[src/sv/gpa_pkg.sv]
// Shared types, constants and command/status structs for the GBM path payoff block.
// No dependencies; imported by every module of the block.
package gpa_pkg;

	// default fixed-point formats
	localparam int PRICE_FRAC_BITS_DEF = 24;
	localparam int DRAW_FRAC_BITS_DEF  = 20;
	localparam int SUM_WIDTH_DEF       = 64;
	localparam int COEF_FRAC           = 32;

	// register reset values
	localparam logic [46:0] SPOT_RESET = 47'd1677721600;
	localparam logic [32:0] DISC_RESET = 33'h1_0000_0000;

	// mode bit positions
	localparam int MODE_MILSTEIN = 0;
	localparam int MODE_PUT      = 1;
	localparam int MODE_ANTI     = 2;

	typedef enum logic [2:0] {
		CFG_SPOT   = 3'd0,
		CFG_DRIFT  = 3'd1,
		CFG_SQRTDT = 3'd2,
		CFG_VOL    = 3'd3,
		CFG_DT     = 3'd4,
		CFG_STRIKE = 3'd5,
		CFG_DISC   = 3'd6,
		CFG_MODE   = 3'd7
	} cfg_idx_t;

	typedef struct packed {
		logic signed [23:0] normal_draw;
		logic               path_end;
		logic               run_start;
	} in_t;

	typedef struct packed {
		logic [46:0] path_value;
		logic [46:0] control_value;
		logic [31:0] path_count;
		logic [63:0] sum_value;
		logic [63:0] sum_value_squared;
		logic [63:0] sum_control;
		logic [63:0] sum_control_squared;
		logic [63:0] sum_cross;
		logic        saturated;
	} out_t;

	// one product on the shared multiplier
	typedef enum logic [3:0] {
		OP_DW, OP_VDW, OP_DW2, OP_SIG2, OP_MIL, OP_DS_UP, OP_DS_DN,
		OP_Y, OP_C, OP_YY, OP_CC, OP_YC
	} op_t;

	typedef enum logic [1:0] {SH_DRAW, SH_COEF, SH_COEF1, SH_PRICE} sh_t;
	typedef enum logic [1:0] {CAP_MID, CAP_DS, CAP_OUT, CAP_ALL} cap_t;

	typedef struct packed {
		logic accept;
		logic start;
		op_t  op;
		logic emit;
	} cmd_t;

	typedef struct packed {
		logic mul_done;
		logic milstein;
		logic path_end;
		logic out_free;
	} sts_t;

endpackage

[src/sv/gpa_ctrl.sv]
// Controller: sequences the products of one step and the path end on the shared multiplier.
// Depends on gpa_pkg.
module gpa_ctrl (
	input  logic          clk,
	input  logic          arst_n,
	input  logic          in_valid,
	output logic          in_ready,
	input  gpa_pkg::sts_t sts,
	output gpa_pkg::cmd_t cmd
);
	import gpa_pkg::*;

	typedef enum logic [1:0] {S_IDLE, S_ISSUE, S_BUSY, S_EMIT} state_t;

	state_t state_q;
	op_t    op_q;
	op_t    op_next;

	// product order: dW, sigma*dW, Milstein terms, both lanes, then path end
	always_comb begin
		case (op_q)
			OP_DW:    op_next = OP_VDW;
			OP_VDW:   op_next = sts.milstein ? OP_DW2 : OP_DS_UP;
			OP_DW2:   op_next = OP_SIG2;
			OP_SIG2:  op_next = OP_MIL;
			OP_MIL:   op_next = OP_DS_UP;
			OP_DS_UP: op_next = OP_DS_DN;
			OP_DS_DN: op_next = OP_Y;
			OP_Y:     op_next = OP_C;
			OP_C:     op_next = OP_YY;
			OP_YY:    op_next = OP_CC;
			OP_CC:    op_next = OP_YC;
			default:  op_next = OP_DW;
		endcase
	end

	always_comb begin
		in_ready   = (state_q == S_IDLE);
		cmd.accept = (state_q == S_IDLE) && in_valid;
		cmd.start  = cmd.accept || (state_q == S_ISSUE);
		cmd.op     = (state_q == S_IDLE) ? OP_DW : op_q;
		cmd.emit   = (state_q == S_EMIT) && sts.out_free;
	end

	always_ff @(posedge clk or negedge arst_n) begin
		if (!arst_n) begin
			state_q <= S_IDLE;
			op_q    <= OP_DW;
		end else begin
			case (state_q)
				S_IDLE: begin
					if (in_valid) begin
						op_q    <= OP_DW;
						state_q <= S_BUSY;
					end
				end
				S_ISSUE: state_q <= S_BUSY;
				S_BUSY: begin
					if (sts.mul_done) begin
						if (op_q == OP_DS_DN && !sts.path_end)
							state_q <= S_IDLE;
						else if (op_q == OP_YC)
							state_q <= S_EMIT;
						else begin
							op_q    <= op_next;
							state_q <= S_ISSUE;
						end
					end
				end
				S_EMIT: begin
					if (sts.out_free)
						state_q <= S_IDLE;
				end
				default: state_q <= S_IDLE;
			endcase
		end
	end

	a_done_when_busy: assert property (@(posedge clk) disable iff (!arst_n)
		sts.mul_done |-> state_q == S_BUSY) else $error("product done outside busy");
	a_emit_to_idle: assert property (@(posedge clk) disable iff (!arst_n)
		cmd.emit |=> state_q == S_IDLE) else $error("emit did not finish the item");
	a_tail_on_end: assert property (@(posedge clk) disable iff (!arst_n)
		(state_q == S_BUSY && op_q == OP_YC) |-> sts.path_end)
		else $error("payoff products on a non-final step");

endmodule
[config.mk]
export PLATFORM = sky130hd
export DESIGN_NAME = gpa_ctrl
export DESIGN_NICKNAME = d
export VERILOG_FILES = /design/src/sv/gpa_pkg.sv /design/src/sv/gpa_ctrl.sv
export SDC_FILE = /design/constraint.sdc
export NUM_CORES = 1
export LEC_CHECK = 0
export ABC_CLOCK_PERIOD_IN_PS = 4800
export BUFFER_PORTS_ARGS = -buffer_cell sky130_fd_sc_hd__buf_2
export CAP_MARGIN = 5
export CORE_AREA = 2 2 39 41
export CTS_CLUSTER_DIAMETER = 100
export DETAILED_ROUTE_END_ITERATION = 10
export DIE_AREA = 0 0 41 43
export PLACE_DENSITY = 0.68
export SYNTH_ARGS = -nofsm -noshare
export SYNTH_HDL_FRONTEND = slang
export SYNTH_SLANG_ARGS = --single-unit
[constraint.sdc]
create_clock -name clk -period 4.8 [get_ports clk]
set_clock_uncertainty 0.15 [all_clocks]
set_input_delay 1.2 -clock clk [delete_from_list [all_inputs] [get_ports clk]]
set_output_delay 1.2 -clock clk [all_outputs]
set_load 0.05 [all_outputs]
Word level (Yosys, flattened, before mapping)

Cells that the tools add are included.

Bits of input ports: 7
Output and inout port bits: 8
Logic and storage cells: 45
Register bits after elaboration: 6
RAM bits: 0
Bits in latches: 0
Memory bits (read-only): 0
Memories kept: 0

Magnitude comparators: 0
Divide/modulo/power cells: 0
Bitwise logic cells: 0
Add/sub/neg operators: 0
Equality and inequality tests: 19
Muxes and demuxes: 14
Shifts and indexed selects: 0
$mul: 0
Reductions and logical operators: 10

Operators with widths:

| kind                                                 | number |
|---|---|
| one-hot mux 4 bit (11 select lines)                  | 1 |
| 2-to-1 mux 4 bit                                     | 5 |
| equality test 4 x 3 -> 1 bit (second input constant) | 4 |
| equality test 4 bit (second input constant)          | 4 |
| 2-to-1 mux 2 bit                                     | 5 |
| != test 2 bit (second input constant)                | 5 |
| equality test 4 x 2 -> 1 bit (second input constant) | 2 |
| one-hot mux 2 bit (4 select lines)                   | 1 |
| one-hot mux 4 bit (2 select lines)                   | 1 |
| AND reduction 5 bit                                  | 1 |
| equality test 2 bit (second input constant)          | 2 |
| equality test 4 x 1 -> 1 bit (second input constant) | 1 |
| logical NOT 4 bit                                    | 1 |
| logical AND 1 bit                                    | 3 |
| 2-to-1 mux 3 bit                                     | 1 |
| AND reduction 3 bit                                  | 1 |
| equality test 2 x 1 -> 1 bit (second input constant) | 1 |
| logical NOT 2 bit                                    | 1 |
| nonzero test 2 bit                                   | 1 |
| logical NOT 1 bit                                    | 1 |
| logical OR 1 bit                                     | 1 |

Depth between registers and ports, before layout

Word-level depth: 6
Gate-level depth with buffers: 5
Depth with buffers taken out: 5

Worst setup path before layout

No wires, ideal clock.

Path kind: in2out
From: in in_valid
To: out cmd[5] in the netlist's numbering
Data required time: 3.450 ns
Slack: 1.544 ns
Cell stages on the path: 2
Data arrival time: 1.906 ns
Path buffers: 0
Cell sequence: nor2_1 -> nor2_1

RTL lines:

| item        | RTL line      | RTL |
|---|---|---|
| from (decl) | gpa_ctrl.sv:6 | `input logic in_valid,` |
| to (decl)   | gpa_ctrl.sv:9 | `output gpa_pkg::cmd_t cmd` |

==> results_dict.tcl <==
set metrics [dict create \
    ys_ff_latch 6 \
    crit_path_end_kind "output port" \
    hp-class "register to register" \
    cp_max_fo 3 \
    relSlewSlack 0.714 \
    dp_hpwl_um 866 \
    die_y_um 43 \
    routabilityCongestion 0.797 \
    fp.dieArea_um2 1760 \
    die_w_um 41 \
    syn_avg_cell_area_um2 8.69 \
    maxCapViolations 0 \
    antenna_found_initial 0 \
    grt_busiest_layer "met1" \
    yosysSeqAreaShare 0.298 \
    cts_tree "yes" \
    critPathLaunchType "primary input" \
    seq_area_um2 150 \
    min_period_ns 3.10 \
    final_common_cell "buf_2" \
    clk_path_buf_depth 2 \
    nNetsFinal 81 \
    syn_inst 58 \
    ys_warn_count 0 \
    arrival_ns 1.75 \
    grt_use_met2 0.197 \
    grt_util_met3 0.0471 \
    multi_input_area_um2 312 \
    worstMarginPinSlew_ns 0.429 \
    drtAntennaViolNets 0 \
    synth-adder-area-share 0 \
    synth_top_family_by_area "simple AND/OR/NAND/NOR gates" \
    initial_core_util 0.364 \
    grt_pass1_wl_um 1680 \
    viasPerCell 5.34 \
    fillers 151 \
    drtPass1Iterations 2 \
    io_pins 15 \
    grt_pass1_vias 394 \
    netlist_area_um2 504 \
    wirelength_um 1060 \
    diodes 0 \
    crit_start "in_valid" \
    dp_cells 85 \
    cts_resized 0 \
    worstHoldStart "state_q[1]" \
    rsz0062_at_grt "no" \
    yosys.area_share.simple 0.365 \
    final.setup.tns_ns 0 \
    r2r-start "op_q[3]" \
    status "complete, no violations" \
    drv_slew 0 \
    synthArstFlopShare 1.00 \
    most-common-layout-cells "buf_2 (14), nor2_1 (6), nand2_1 (6), dfrtp_1 (6)" \
    synth_compound_area_frac 0.233 \
    area_delta_synth_final_pct 16.9 \
    hold_violations 0 \
    fin_util 0.426 \
    grt-ovfl-total 0 \
    clock_tree.root_cell "clkbuf_4" \
    synth_edf_count 0 \
    clock_latency_ns 0.24 \
    finalCritPeriodShare 0.647 \
    setup_violations 0 \
    fp.coreArea_um2 1380 \
    cellLeakagePower_nw 0.273 \
    drt_iter0_drc 4 \
    grt_use_met1 0.198 \
    max_freq_ghz 0.322 \
    critPathKind "primary input to output port" \
    num_vias 470 \
    wl_per_cell_um 12.1 \
    synth-main-ff-cell "dfrtp_1" \
    required_ns 3.45 \
    ir_drop_mv 0.268 \
    synth_xor_area_frac 0 \
    finalPower_mw 0.450 \
    gr-usage-all-layers 0.143 \
    synth.distinct_cells 31 \
    post_cts_buffers 0 \
    drive_gt1_frac 0.319 \
    num_rows 14 \
    route.detailed.drc 0 \
    power.density_nw_per_um2 763 \
    path_clk_slew_ns 0.04 \
    htreeDepth 1 \
    grt_max_degree 14 \
    cts_hold_buffers 0 \
    cts_buffers 3 \
    synthMuxAreaShare 0.0199 \
    synth_fp_nets 65 \
    portBuffers 14 \
    cts_sinks 6 \
    fin_cells 88 \
]
[kinds of logic (layout without fill, tap and decap cells)]
kind of cell	count (synthesis)	after routing
AOI/OAI and AO/OA	15	15
muxes	1	1
buffers and inverters	7	21
DFF	6	6
and+or+nand+nor	29	29
[report_power, final]
part | total (mW) | switching (mW) | internal, mW
Sequential | 0.128 | 0.0554 | 0.0728
Clock | 0.0431 | 0.0151 | 0.0281
Combinational | 0.279 | 0.182 | 0.0963
[registers in the layout, indices dropped and copies added (netlist names)]
signal   count
state_q      2
op_q         4
[area by class of cell]
| class | count | share of cell area |
|---|---|---|
| multi-input cells | 45 | 0.529 |
| flip-flops and latches | 6 | 0.255 |
| repair buffers | 14 | 0.119 |
| clock buffers | 3 | 0.0382 |
| well taps | 16 | 0.0340 |
| inverters | 4 | 0.0255 |
[final timing paths]
kind / to / slack [ns] / cells past startpoint
max in group asynchronous: op_q[2] / 3.71 / 1
worst max-delay path: cmd[5] / 1.70 / 4
worst max register to register: op_q[1] / 3.02 / 4
min in group asynchronous: op_q[3] / 0.63 / 1
worst min-delay path: state_q[0] / 0.51 / 1
worst min register to register: state_q[0] / 0.51 / 1
[worst max-delay path, stage by stage]
cell    delay [ns]
buf_2         0.10
nor2_1        0.04
nor2_1        0.13
buf_2         0.28
[synth_stat cells, drive strengths merged (2+ instances only)]
cell type,number,area share
nor2,7,0.057
nand2,6,0.045
buf,3,0.055
a21oi,3,0.030
nor2b,4,0.050
dfrtp,6,0.30
o21ai,2,0.020
inv,4,0.030
and3,2,0.025
nand3,3,0.055
[routing by layer]
metal  part of all wire  vias to the layer above  wire, um
met1               0.49                      220       521
met4                  0                        0         0
li1                   -                      240         -
met2               0.46                       10       491
met3              0.046                        0        49
met5                  0                        -         0
[through the flow]
step                instance area (um^2)  hold slack, ns  setup WS (ns)
global route                         589           0.542           1.65
global placement                     567           0.497           1.72
detailed placement                   567           0.503           1.70
finish                               589           0.505           1.70
floorplan                            504           0.420           1.54
CTS                                  589           0.509           1.70
Note: power is estimated with default switching activity, not from simulation.
